<file path="config.mk">
export PLATFORM = sky130hd
export DESIGN_NAME = scaled_glyph_blitter_core
export DESIGN_NICKNAME = d
export VERILOG_FILES = /design/src/design/sgb_pkg.sv /design/src/design/sgb_regs.sv /design/src/design/sgb_ctrl.sv /design/src/design/sgb_datapath.sv /design/src/design/scaled_glyph_blitter_core.sv
export SDC_FILE = /design/constraint.sdc
export NUM_CORES = 2
export LEC_CHECK = 0
export BUFFER_PORTS_ARGS = -buffer_cell sky130_fd_sc_hd__buf_2
export CAP_MARGIN = 40
export CORE_ASPECT_RATIO = 0.7
export CORE_MARGIN = 3
export CORE_UTILIZATION = 51
export CTS_BUF_LIST = sky130_fd_sc_hd__clkbuf_4 sky130_fd_sc_hd__clkbuf_8
export CTS_CLUSTER_SIZE = 14
export DETAILED_ROUTE_END_ITERATION = 10
export PLACE_DENSITY = 0.76
export SYNTH_ARGS = -nofsm -noshare
export SYNTH_HDL_FRONTEND = slang
export SYNTH_SLANG_ARGS = --single-unit
</file>
<file path="constraint.sdc">
create_clock -name i_clk -period 10.9 [get_ports i_clk]
set_input_delay 1.635 -clock i_clk [delete_from_list [all_inputs] [get_ports i_clk]]
set_output_delay 1.635 -clock i_clk [all_outputs]
set_load 0.005 [all_outputs]
</file>
<file path="src/design/sgb_pkg.sv">
// shared types, constants and glyph font for the scaled glyph blitter
`timescale 1ns / 1ps

package sgb_pkg;

    localparam int GLYPH_SIDE  = 5;
    localparam int GLYPH_COUNT = 36;
    localparam int MAX_SCALE   = 16;

    // command codes on the input channel
    localparam logic CMD_START = 1'b0;
    localparam logic CMD_STEP  = 1'b1;

    // character codes
    localparam logic [7:0] CHAR_A     = 8'h41;
    localparam logic [7:0] CHAR_Z     = 8'h5A;
    localparam logic [7:0] CHAR_0     = 8'h30;
    localparam logic [7:0] CHAR_9     = 8'h39;
    localparam logic [5:0] DIGIT_BASE = 6'd26;

    // register indexes on the configuration port
    localparam logic [2:0] REG_BASE   = 3'd0;
    localparam logic [2:0] REG_WIDTH  = 3'd1;
    localparam logic [2:0] REG_HEIGHT = 3'd2;
    localparam logic [2:0] REG_PITCH  = 3'd3;
    localparam logic [2:0] REG_BPP    = 3'd4;

    // register reset values
    localparam logic [47:0] RST_BASE   = 48'd0;
    localparam logic [13:0] RST_WIDTH  = 14'd640;
    localparam logic [13:0] RST_HEIGHT = 14'd480;
    localparam logic [15:0] RST_PITCH  = 16'd2560;
    localparam logic [3:0]  RST_BPP    = 4'd4;

    typedef enum logic [1:0] {
        ST_IDLE,
        ST_MUL,
        ST_SUM
    } t_state;

    typedef struct packed {
        logic [47:0] base;
        logic [13:0] width;
        logic [13:0] height;
        logic [15:0] pitch;
        logic [3:0]  bpp;
    } t_cfg;

    // controller to datapath
    typedef struct packed {
        logic start;
        logic step;
        logic mul;
        logic emit;
    } t_cmd;

    // datapath to controller
    typedef struct packed {
        logic is_step;
        logic known;
        logic busy;
        logic out_free;
    } t_stat;

    // five row masks per glyph, top row in the high bits, bit 4 is the left column
    typedef logic [24:0] t_glyph;

    localparam t_glyph GLYPH_ROM [GLYPH_COUNT] = '{
        {5'h04, 5'h0A, 5'h1F, 5'h11, 5'h11}, {5'h1E, 5'h11, 5'h1E, 5'h11, 5'h1E},
        {5'h0E, 5'h11, 5'h10, 5'h11, 5'h0E}, {5'h1C, 5'h12, 5'h11, 5'h12, 5'h1C},
        {5'h1F, 5'h10, 5'h1C, 5'h10, 5'h1F}, {5'h1F, 5'h10, 5'h1C, 5'h10, 5'h10},
        {5'h0E, 5'h10, 5'h13, 5'h11, 5'h0E}, {5'h11, 5'h11, 5'h1F, 5'h11, 5'h11},
        {5'h1F, 5'h04, 5'h04, 5'h04, 5'h1F}, {5'h07, 5'h02, 5'h02, 5'h12, 5'h0C},
        {5'h11, 5'h12, 5'h1C, 5'h12, 5'h11}, {5'h10, 5'h10, 5'h10, 5'h10, 5'h1F},
        {5'h11, 5'h1B, 5'h15, 5'h11, 5'h11}, {5'h11, 5'h19, 5'h15, 5'h13, 5'h11},
        {5'h0E, 5'h11, 5'h11, 5'h11, 5'h0E}, {5'h1E, 5'h11, 5'h1E, 5'h10, 5'h10},
        {5'h0E, 5'h11, 5'h11, 5'h12, 5'h0D}, {5'h1E, 5'h11, 5'h1E, 5'h14, 5'h13},
        {5'h0E, 5'h10, 5'h0E, 5'h01, 5'h1E}, {5'h1F, 5'h04, 5'h04, 5'h04, 5'h04},
        {5'h11, 5'h11, 5'h11, 5'h11, 5'h0E}, {5'h11, 5'h11, 5'h11, 5'h0A, 5'h04},
        {5'h11, 5'h11, 5'h15, 5'h1B, 5'h11}, {5'h11, 5'h0A, 5'h04, 5'h0A, 5'h11},
        {5'h11, 5'h0A, 5'h04, 5'h04, 5'h04}, {5'h1F, 5'h02, 5'h04, 5'h08, 5'h1F},
        {5'h0E, 5'h11, 5'h11, 5'h11, 5'h0E}, {5'h04, 5'h0C, 5'h04, 5'h04, 5'h0E},
        {5'h0E, 5'h11, 5'h04, 5'h08, 5'h1F}, {5'h0E, 5'h11, 5'h06, 5'h11, 5'h0E},
        {5'h12, 5'h12, 5'h1F, 5'h02, 5'h02}, {5'h1F, 5'h10, 5'h1E, 5'h01, 5'h1E},
        {5'h0E, 5'h10, 5'h1E, 5'h11, 5'h0E}, {5'h1F, 5'h02, 5'h04, 5'h08, 5'h10},
        {5'h0E, 5'h11, 5'h0E, 5'h11, 5'h0E}, {5'h0E, 5'h11, 5'h0F, 5'h01, 5'h0E}
    };

    // one row mask of one glyph
    function automatic logic [4:0] glyph_row(input logic [5:0] num, input logic [2:0] row);
        t_glyph g;
        logic [4:0] r;
        g = '0;
        if (num < 6'(GLYPH_COUNT)) begin
            g = GLYPH_ROM[num];
        end
        unique case (row)
            3'd0:    r = g[24:20];
            3'd1:    r = g[19:15];
            3'd2:    r = g[14:10];
            3'd3:    r = g[9:5];
            3'd4:    r = g[4:0];
            default: r = '0;
        endcase
        return r;
    endfunction

endpackage

</file>
<file path="src/design/sgb_regs.sv">
// configuration register file behind the apb-style port
`timescale 1ns / 1ps

module sgb_regs import sgb_pkg::*; (
    input  logic        i_clk,
    input  logic        i_rst_n,
    input  logic        psel,
    input  logic        penable,
    input  logic        pwrite,
    input  logic [5:0]  paddr,
    input  logic [63:0] pwdata,
    output logic [63:0] prdata,
    output logic        pready,
    output t_cfg        o_cfg
);

    t_cfg       r_cfg;
    logic       w_wr;
    logic [2:0] w_idx;

    assign pready = 1'b1;
    assign w_wr   = psel & penable & pwrite;
    assign w_idx  = paddr[5:3];
    assign o_cfg  = r_cfg;

    // register writes, unknown indexes are dropped
    always_ff @(posedge i_clk) begin
        if (!i_rst_n) begin
            r_cfg.base   <= RST_BASE;
            r_cfg.width  <= RST_WIDTH;
            r_cfg.height <= RST_HEIGHT;
            r_cfg.pitch  <= RST_PITCH;
            r_cfg.bpp    <= RST_BPP;
        end else if (w_wr) begin
            unique case (w_idx)
                REG_BASE:   r_cfg.base   <= pwdata[47:0];
                REG_WIDTH:  r_cfg.width  <= pwdata[13:0];
                REG_HEIGHT: r_cfg.height <= pwdata[13:0];
                REG_PITCH:  r_cfg.pitch  <= pwdata[15:0];
                REG_BPP:    r_cfg.bpp    <= pwdata[3:0];
                default: ;
            endcase
        end
    end

    // read mux
    always_comb begin
        unique case (w_idx)
            REG_BASE:   prdata = {16'd0, r_cfg.base};
            REG_WIDTH:  prdata = {50'd0, r_cfg.width};
            REG_HEIGHT: prdata = {50'd0, r_cfg.height};
            REG_PITCH:  prdata = {48'd0, r_cfg.pitch};
            REG_BPP:    prdata = {60'd0, r_cfg.bpp};
            default:    prdata = '0;
        endcase
    end

endmodule

</file>
<file path="src/design/sgb_ctrl.sv">
// controller state machine sequencing accept, multiply and result load
`timescale 1ns / 1ps

module sgb_ctrl import sgb_pkg::*; (
    input  logic  i_clk,
    input  logic  i_rst_n,
    input  logic  i_valid,
    output logic  o_ready,
    input  t_stat i_stat,
    output t_cmd  o_cmd
);

    t_state r_state;
    t_state n_state;

    // state register
    always_ff @(posedge i_clk) begin
        if (!i_rst_n) begin
            r_state <= ST_IDLE;
        end else begin
            r_state <= n_state;
        end
    end

    // next state and commands
    always_comb begin
        n_state = r_state;
        o_cmd   = '0;
        o_ready = 1'b0;
        unique case (r_state)
            ST_IDLE: begin
                o_ready = 1'b1;
                if (i_valid) begin
                    if (!i_stat.is_step) begin
                        o_cmd.start = 1'b1;
                        if (!i_stat.known) begin
                            n_state = ST_SUM;
                        end
                    end else if (i_stat.busy) begin
                        o_cmd.step = 1'b1;
                        n_state    = ST_MUL;
                    end
                end
            end
            ST_MUL: begin
                o_cmd.mul = 1'b1;
                n_state   = ST_SUM;
            end
            ST_SUM: begin
                if (i_stat.out_free) begin
                    o_cmd.emit = 1'b1;
                    n_state    = ST_IDLE;
                end
            end
            default: n_state = ST_IDLE;
        endcase
    end

    // the product stage is always followed by the sum state in the next cycle
    a_mul_one_cycle: assert property (@(posedge i_clk) disable iff (!i_rst_n)
        r_state == ST_MUL |=> r_state == ST_SUM)
        else $error("multiply stage did not advance");

    // a step is only taken while a glyph is running
    a_step_busy: assert property (@(posedge i_clk) disable iff (!i_rst_n)
        o_cmd.step |-> i_stat.busy && o_ready)
        else $error("step issued without a running glyph");

    // a result waits in the sum state until the output register frees up
    a_sum_hold: assert property (@(posedge i_clk) disable iff (!i_rst_n)
        (r_state == ST_SUM && !i_stat.out_free) |=> r_state == ST_SUM)
        else $error("result dropped while output register full");

endmodule

</file>
<file path="src/design/sgb_datapath.sv">
// glyph walk counters, clipping, address arithmetic and output register
`timescale 1ns / 1ps

module sgb_datapath import sgb_pkg::*; (
    input  logic               i_clk,
    input  logic               i_rst_n,
    input  t_cmd               i_cmd,
    output t_stat              o_stat,
    input  t_cfg               i_cfg,
    input  logic               i_command,
    input  logic [7:0]         i_glyph_char,
    input  logic signed [15:0] i_origin_x,
    input  logic signed [15:0] i_origin_y,
    input  logic [4:0]         i_scale,
    input  logic [31:0]        i_color,
    output logic               o_valid,
    input  logic               i_ready,
    output logic               o_write_enable,
    output logic [47:0]        o_byte_address,
    output logic [31:0]        o_pixel_value,
    output logic               o_last
);

    // glyph state
    logic               r_busy;
    logic [5:0]         r_glyph;
    logic [2:0]         r_cell_row;
    logic [2:0]         r_cell_col;
    logic [3:0]         r_sub_row;
    logic [3:0]         r_sub_col;
    logic signed [15:0] r_org_x;
    logic signed [15:0] r_org_y;
    logic [4:0]         r_scale;
    logic [31:0]        r_color;

    // per-position pipeline
    logic        r_hit;
    logic        r_last;
    logic [13:0] r_px;
    logic [13:0] r_py;
    logic [29:0] r_prod_y;
    logic [17:0] r_prod_x;

    // output register
    logic        r_out_valid;
    logic        r_out_we;
    logic [47:0] r_out_addr;
    logic [31:0] r_out_pix;
    logic        r_out_last;

    logic        w_is_letter;
    logic        w_is_digit;
    logic        w_known;
    logic [5:0]  w_glyph_num;
    logic [4:0]  w_scale_sat;
    logic [7:0]  w_off_x;
    logic [7:0]  w_off_y;
    logic [16:0] w_px;
    logic [16:0] w_py;
    logic [4:0]  w_row_bits;
    logic [2:0]  w_bit_idx;
    logic        w_lit;
    logic        w_on_x;
    logic        w_on_y;
    logic        w_col_end;
    logic        w_row_end;
    logic        w_cell_col_end;
    logic        w_cell_row_end;
    logic [47:0] w_addr;

    // character to glyph number
    assign w_is_letter = (i_glyph_char >= CHAR_A) && (i_glyph_char <= CHAR_Z);
    assign w_is_digit  = (i_glyph_char >= CHAR_0) && (i_glyph_char <= CHAR_9);
    assign w_known     = w_is_letter || w_is_digit;
    assign w_glyph_num = w_is_letter ? 6'(i_glyph_char - CHAR_A)
                                     : 6'(DIGIT_BASE + 6'(i_glyph_char - CHAR_0));

    // scale clamp to one .. max
    always_comb begin
        if (i_scale == 5'd0) begin
            w_scale_sat = 5'd1;
        end else if (i_scale > 5'(MAX_SCALE)) begin
            w_scale_sat = 5'(MAX_SCALE);
        end else begin
            w_scale_sat = i_scale;
        end
    end

    // pixel position of the current sub-pixel
    assign w_off_x = 8'(r_cell_col) * 8'(r_scale) + 8'(r_sub_col);
    assign w_off_y = 8'(r_cell_row) * 8'(r_scale) + 8'(r_sub_row);
    assign w_px    = {r_org_x[15], r_org_x} + {9'd0, w_off_x};
    assign w_py    = {r_org_y[15], r_org_y} + {9'd0, w_off_y};
    assign w_on_x  = !w_px[16] && (w_px[15:0] < {2'd0, i_cfg.width});
    assign w_on_y  = !w_py[16] && (w_py[15:0] < {2'd0, i_cfg.height});

    // font lookup
    assign w_row_bits = glyph_row(r_glyph, r_cell_row);
    assign w_bit_idx  = 3'(GLYPH_SIDE - 1) - r_cell_col;
    assign w_lit      = w_row_bits[w_bit_idx];

    // walk order: dx innermost, then dy, cell column, cell row
    assign w_col_end      = (5'(r_sub_col) + 5'd1) >= r_scale;
    assign w_row_end      = (5'(r_sub_row) + 5'd1) >= r_scale;
    assign w_cell_col_end = r_cell_col == 3'(GLYPH_SIDE - 1);
    assign w_cell_row_end = r_cell_row == 3'(GLYPH_SIDE - 1);

    // glyph state update on start and step
    always_ff @(posedge i_clk) begin
        if (!i_rst_n) begin
            r_busy     <= 1'b0;
            r_glyph    <= '0;
            r_cell_row <= '0;
            r_cell_col <= '0;
            r_sub_row  <= '0;
            r_sub_col  <= '0;
            r_org_x    <= '0;
            r_org_y    <= '0;
            r_scale    <= 5'd1;
            r_color    <= '0;
        end else if (i_cmd.start) begin
            r_busy     <= w_known;
            if (w_known) begin
                r_glyph <= w_glyph_num;
            end
            r_cell_row <= '0;
            r_cell_col <= '0;
            r_sub_row  <= '0;
            r_sub_col  <= '0;
            r_org_x    <= i_origin_x;
            r_org_y    <= i_origin_y;
            r_scale    <= w_scale_sat;
            r_color    <= i_color;
        end else if (i_cmd.step) begin
            if (!w_col_end) begin
                r_sub_col <= r_sub_col + 4'd1;
            end else begin
                r_sub_col <= '0;
                if (!w_row_end) begin
                    r_sub_row <= r_sub_row + 4'd1;
                end else begin
                    r_sub_row <= '0;
                    if (!w_cell_col_end) begin
                        r_cell_col <= r_cell_col + 3'd1;
                    end else begin
                        r_cell_col <= '0;
                        if (!w_cell_row_end) begin
                            r_cell_row <= r_cell_row + 3'd1;
                        end else begin
                            r_cell_row <= '0;
                            r_busy     <= 1'b0;
                        end
                    end
                end
            end
        end
    end

    // position stage: hit and last flags, clipped coordinates
    always_ff @(posedge i_clk) begin
        if (i_cmd.start) begin
            r_hit  <= 1'b0;
            r_last <= !w_known;
        end else if (i_cmd.step) begin
            r_hit  <= w_lit && w_on_x && w_on_y;
            r_last <= w_col_end && w_row_end && w_cell_col_end && w_cell_row_end;
            r_px   <= w_px[13:0];
            r_py   <= w_py[13:0];
        end
    end

    // product stage
    always_ff @(posedge i_clk) begin
        if (i_cmd.mul) begin
            r_prod_y <= 30'(r_py) * 30'(i_cfg.pitch);
            r_prod_x <= 18'(r_px) * 18'(i_cfg.bpp);
        end
    end

    // final address, wraps modulo the address width
    assign w_addr = i_cfg.base + 48'(r_prod_y) + 48'(r_prod_x);

    // output register, refilled while the previous result is being taken
    always_ff @(posedge i_clk) begin
        if (!i_rst_n) begin
            r_out_valid <= 1'b0;
        end else if (i_cmd.emit) begin
            r_out_valid <= 1'b1;
        end else if (i_ready) begin
            r_out_valid <= 1'b0;
        end
    end

    always_ff @(posedge i_clk) begin
        if (i_cmd.emit) begin
            r_out_we   <= r_hit;
            r_out_addr <= r_hit ? w_addr : '0;
            r_out_pix  <= r_hit ? r_color : '0;
            r_out_last <= r_last;
        end
    end

    assign o_valid        = r_out_valid;
    assign o_write_enable = r_out_we;
    assign o_byte_address = r_out_addr;
    assign o_pixel_value  = r_out_pix;
    assign o_last         = r_out_last;

    assign o_stat.is_step  = i_command == CMD_STEP;
    assign o_stat.known    = w_known;
    assign o_stat.busy     = r_busy;
    assign o_stat.out_free = !r_out_valid || i_ready;

    // walk counters stay inside the glyph and the scale stays clamped
    a_walk_range: assert property (@(posedge i_clk) disable iff (!i_rst_n)
        r_cell_row < 3'(GLYPH_SIDE) && r_cell_col < 3'(GLYPH_SIDE) &&
        5'(r_sub_row) < r_scale && 5'(r_sub_col) < r_scale &&
        r_scale != 5'd0 && r_scale <= 5'(MAX_SCALE))
        else $error("glyph walk counters out of range");

    // a glyph-ending result leaves the block idle
    a_last_idle: assert property (@(posedge i_clk) disable iff (!i_rst_n)
        (i_cmd.emit && r_last) |-> !r_busy)
        else $error("last result while glyph still running");

    // a non-write result carries zero address and data
    a_miss_zero: assert property (@(posedge i_clk) disable iff (!i_rst_n)
        (i_cmd.emit && !r_hit) |=>
        (o_valid && !o_write_enable && o_byte_address == '0 && o_pixel_value == '0))
        else $error("non-write result with nonzero payload");

endmodule

</file>
<file path="src/design/scaled_glyph_blitter_core.sv">
// top level of the scaled 5x5 glyph blitter
`timescale 1ns / 1ps
//
// Draws one 5x5 glyph (A-Z, 0-9) magnified by scale into a linear framebuffer.
// Input channel (i_valid/o_ready): a start transfer loads character, origin,
// scale and color; each step transfer visits the next sub-pixel, dx innermost.
// Output channel (o_valid/i_ready): one result per step while a glyph runs,
// a pixel write or a no-write for unlit or clipped positions; last marks the
// final position. A start with an unknown character yields one no-write
// result with last set. Starts of known glyphs and steps while idle give none.
// Sequence: a step's position and hit flags are registered at the transfer,
// the product in the multiply state, and the address add feeds the output
// register, loaded in the sum state once free; no new item is taken until then.
// Known starts and idle steps leave the block idle; unknown-character starts wait in the sum state.
// A stalled receiver holds the result in the output register; the next item
// is still taken and waits in the add stage until the register frees up.
// Reset clears the walk and the output register and loads register defaults.
// Registers sit at byte address 8*index on the APB-style port, 64-bit data.
//

module scaled_glyph_blitter_core import sgb_pkg::*; (
    input  logic               i_clk,
    input  logic               i_rst_n,
    input  logic               psel,
    input  logic               penable,
    input  logic               pwrite,
    input  logic [5:0]         paddr,
    input  logic [63:0]        pwdata,
    output logic [63:0]        prdata,
    output logic               pready,
    input  logic               i_valid,
    output logic               o_ready,
    input  logic               i_command,
    input  logic [7:0]         i_glyph_char,
    input  logic signed [15:0] i_origin_x,
    input  logic signed [15:0] i_origin_y,
    input  logic [4:0]         i_scale,
    input  logic [31:0]        i_color,
    output logic               o_valid,
    input  logic               i_ready,
    output logic               o_write_enable,
    output logic [47:0]        o_byte_address,
    output logic [31:0]        o_pixel_value,
    output logic               o_last
);

    t_cfg  w_cfg;
    t_cmd  w_cmd;
    t_stat w_stat;

    // configuration registers
    sgb_regs u_regs (
        .i_clk   (i_clk),
        .i_rst_n (i_rst_n),
        .psel    (psel),
        .penable (penable),
        .pwrite  (pwrite),
        .paddr   (paddr),
        .pwdata  (pwdata),
        .prdata  (prdata),
        .pready  (pready),
        .o_cfg   (w_cfg)
    );

    // sequencing
    sgb_ctrl u_ctrl (
        .i_clk   (i_clk),
        .i_rst_n (i_rst_n),
        .i_valid (i_valid),
        .o_ready (o_ready),
        .i_stat  (w_stat),
        .o_cmd   (w_cmd)
    );

    // walk, clip and address arithmetic
    sgb_datapath u_datapath (
        .i_clk          (i_clk),
        .i_rst_n        (i_rst_n),
        .i_cmd          (w_cmd),
        .o_stat         (w_stat),
        .i_cfg          (w_cfg),
        .i_command      (i_command),
        .i_glyph_char   (i_glyph_char),
        .i_origin_x     (i_origin_x),
        .i_origin_y     (i_origin_y),
        .i_scale        (i_scale),
        .i_color        (i_color),
        .o_valid        (o_valid),
        .i_ready        (i_ready),
        .o_write_enable (o_write_enable),
        .o_byte_address (o_byte_address),
        .o_pixel_value  (o_pixel_value),
        .o_last         (o_last)
    );

endmodule
</file>
==> run summary <==
R2r setup slk: 3.64 ns
CTS H-Tree Depth: 2
Status: finished clean
Worst path cell trace: nand2_1, fa_1, fa_1, inv_1, fa_1, inv_1, fa_1, inv_1, fa_1, fa_1, ha_1, and4_1, a311oi_1, a21oi_1, nor3_1, o21ai_1, a21oi_1, nor3_1, or4b_1
Sw Ratio: 0.2591
Slowest-stage cell, CP: dfxtp_1
WL final: 77.64 mm
Antenna violations before repair: 8
Reg2reg start: u_regs.o_cfg[11]
CP Class: flip-flop to flip-flop
Mean Syn Cell Area: 9.183 µm²
Post-Place Cells: 4,050
Worst-path maximum fanout: 16
1st-iter DRT viols: 2,095
Commonest non-fill, non-tap cells in the layout: nand2_1, inv_1, ha_1, buf_2, fa_1
Most common cell after layout, fill and taps aside: nand2_1
Ys Warns: 0
Die width: 290.7 µm
Clk pwr share: 0.434
Clk Latency, worst-skew pair: 0.69 ns
Hold crit path type: flip-flop to flip-flop
Worst relative slew slack: 0.3931
Register area share after synthesis: 0.2965
WHS Endpoint: u_datapath.o_last
CP Launch Point: u_regs.o_cfg[11]
Vias in the first global route: 21.98k
CTS tree: done
Worst-margin pin slew: 0.9091 ns
Rows: 72
IO Count: 304
Final Hold Vio Count: 0
Worst path most repeated cell: fa_1
Peak Freq: 0.1377 GHz
Leakage: 0.01435 µW
Sequential Power Share: 0.457
Port Buffer Count: 267
Drt wl/cell: 18.65 µm
Number of library cell types mapped by synthesis: 90
Nets@finish: 4,013
Hold_sp: u_datapath.r_last
Area grow syn2layout: 11.24%
Data required, critical path: 11.28 ns
Synth async-reset ratio: 0
Setup Viol. Count Final: 0
Seq cells post-synth: 349
Die area: 0.05968 mm²
EDFF count, synth: 159
Setup repair bufs after CTS: 0
Overflow after GRT: 0
Internal: 2286 µW
Clock Skew: 0.04823 ns
Reg-to-reg endpoint: u_datapath.r_prod_y[22]
Critical Path End Type: flip-flop
First-pass GRT wire length: 121.3 mm
Clk slew on worst S/H paths: 0.07 ns
Setup_tns: 0 ns
Layout cell share with drive strength beyond 1: 0.1296
GP Congestion: 0.9320
Core ar.: 0.05567 mm²
Final Cycle Share: 0.6662
Switching power: 799.4 µW
Die height: 205.3 µm
RSZ-0062 raised after global routing: no
Initial cell density of the core: 0.5198
Routed Antenna Nets: 0
Main synth FF type: dfxtp_1
Hold buffer count at cts: 0
Routed vias: 23.29k
Slew Viols, Final: 0
Max Cap Viol: 0
Combinational Power Share: 0.109
Layout Cells excl Fill: 4,164
Pre-Repair DR Iteration Count: 6
Hold Path Stages: 0
Synthesized instance count: 3,151
Crit path DAT: 7.64 ns
Worst reg-to-reg path cell count: 19
Num CTS Buffers: 57
Clock Sinks: 349
Post_cts resized: 0
Drt drc: 0
Final min period: 7.261 ns
Largest net degree at the start of global routing: 88
Clock Tree Buf Depth: 3
PD cells: 95.85 mW/mm²
Slowest stage delay, CP: 0.92 ns
VDD IR max: 0.08283 mV
Dpl hpwl: 58.10 mm
Root Buffer: clkbuf_8
Startpoint type of the worst setup path: flip-flop
Drt via density: 5.593
Global Route Usage Sum: 0.2553
Mapped cell area: 0.02894 mm²
==> worst max path at each step <==
stage | to | depth (start not counted)
floorplan | u_datapath.r_prod_y[22] | 20
global placement | u_datapath.r_prod_y[22] | 19
detailed placement | u_datapath.r_prod_y[22] | 19
CTS | u_datapath.r_prod_y[22] | 19
global route | u_datapath.r_prod_y[22] | 19
finish | u_datapath.r_prod_y[22] | 19
==> layer usage <==
metal  vias to the layer above  global-route usage  routed length (µm)
met5                         -                   0                   9
met4                         2             0.07892                2011
met3                       133             0.06053                7902
met2                      1039              0.3624               31920
met1                     11160              0.3833               35800
li1                      10960                   -                   -
==> sequential cells by signal (all words and copies together), names as in the netlist <==
| signal | count |
|---|---|
| u_datapath.r_cell_row | 3 |
| u_datapath.r_prod_x | 18 |
| u_datapath.r_px | 14 |
| u_datapath.r_color | 32 |
| u_datapath.o_pixel_value | 32 |
| u_ctrl.r_state | 2 |
| u_datapath.r_sub_col | 4 |
| u_regs.o_cfg | 96 |
| u_datapath.r_cell_col | 3 |
| u_datapath.r_sub_row | 4 |
| u_datapath.r_glyph | 6 |
| u_datapath.r_scale | 5 |
| u_datapath.r_hit | 1 |
| u_datapath.o_last | 1 |
| u_datapath.r_py | 14 |
| u_datapath.r_org_y | 16 |
| u_datapath.r_org_x | 16 |
| u_datapath.r_prod_y | 30 |
| u_datapath.o_byte_address | 48 |
| u_datapath.r_last | 1 |
| u_datapath.o_valid | 1 |
| u_datapath.r_busy | 1 |
| u_datapath.o_write_enable | 1 |
==> power groups by stage <==
stage / registers [µW] / logic (µW) / clock network, µW
floorplan: 1430 / 230 / 0
global placement: 1440 / 325 / 0
detailed placement: 1440 / 332 / 0
CTS: 1410 / 335 / 1370
global route: 1410 / 377 / 1430
finish: 1410 / 336 / 1340
==> worst max-delay path, delay by kind of cell, from the launching register on <==
kind	cells	cell delay [ns]
compound gates	4	0.94
fa+ha+maj	7	3.51
simple gates	5	1.41
flops	1	0.92
buf+inv	3	0.18
==> cell families after synthesis <==
group,after synthesis,share of synthesized area
AOI/OAI and AO/OA,574,0.1370
xor gates and xnor gates,116,0.03511
adders and majority gates,488,0.2686
buffers and inverters,449,0.06257
DFF,349,0.2965
muxes,29,0.01487
other,2,0.0002595
and+or+nand+nor,1144,0.1852
==> stage by stage <==
step	area (µm²)	total power, µW	util	hold slack [ns]	setup WS, ns
4_1_cts	32160	3115	0.5776	0.4518	3.688
3_5_place_dp	30830	1771	0.5538	0.4362	3.741
5_1_grt	32190	3215	0.5781	0.4594	3.286
3_3_place_gp	30800	1764	0.5532	0.4292	3.818
6_report	32190	3085	0.5782	0.4450	3.639
2_1_floorplan	28990	1662	-	0.4003	4.466
==> Yosys cell counts, drive strengths merged, types with 9 or more instances <==
master	count	area (µm²)
nand2	587	2203
inv	300	1126
ha	266	3328
fa	222	4444
and2	193	1207
dfxtp	190	3804
a21boi	160	1201
edfxtp	159	4775
nor2	124	481.7
clkbuf	109	409.1
a21oi	108	540.5
xnor2	83	727.0
o21ai	77	385.4
a21o	49	367.9
nor2b	48	300.3
nand3	44	225.2
buf	37	264.0
nor3	36	180.2
nand2b	33	206.5
xor2	33	289.0
o211ai	25	192.7
and3	23	143.9
a211oi	21	162.6
mux2i	16	160.2
a31oi	15	93.84
o21bai	13	97.59
mux4	11	247.7
nand4	11	68.82
nor3b	10	75.07
o21a	10	75.07
o22ai	10	68.81
a22oi	9	67.56
==> final cells by class <==
type / count / area (µm²)
antenna: 6 / 15.01
sequential: 349 / 8581
fill: 4925 / 23490
inverter: 303 / 1137
timing repair buffer: 291 / 1543
clock inverter: 26 / 307.8
clock buffer: 81 / 1021
tap: 740 / 925.9
multi-input combinational: 2368 / 18660
Power figures use the tool's default switching activity.
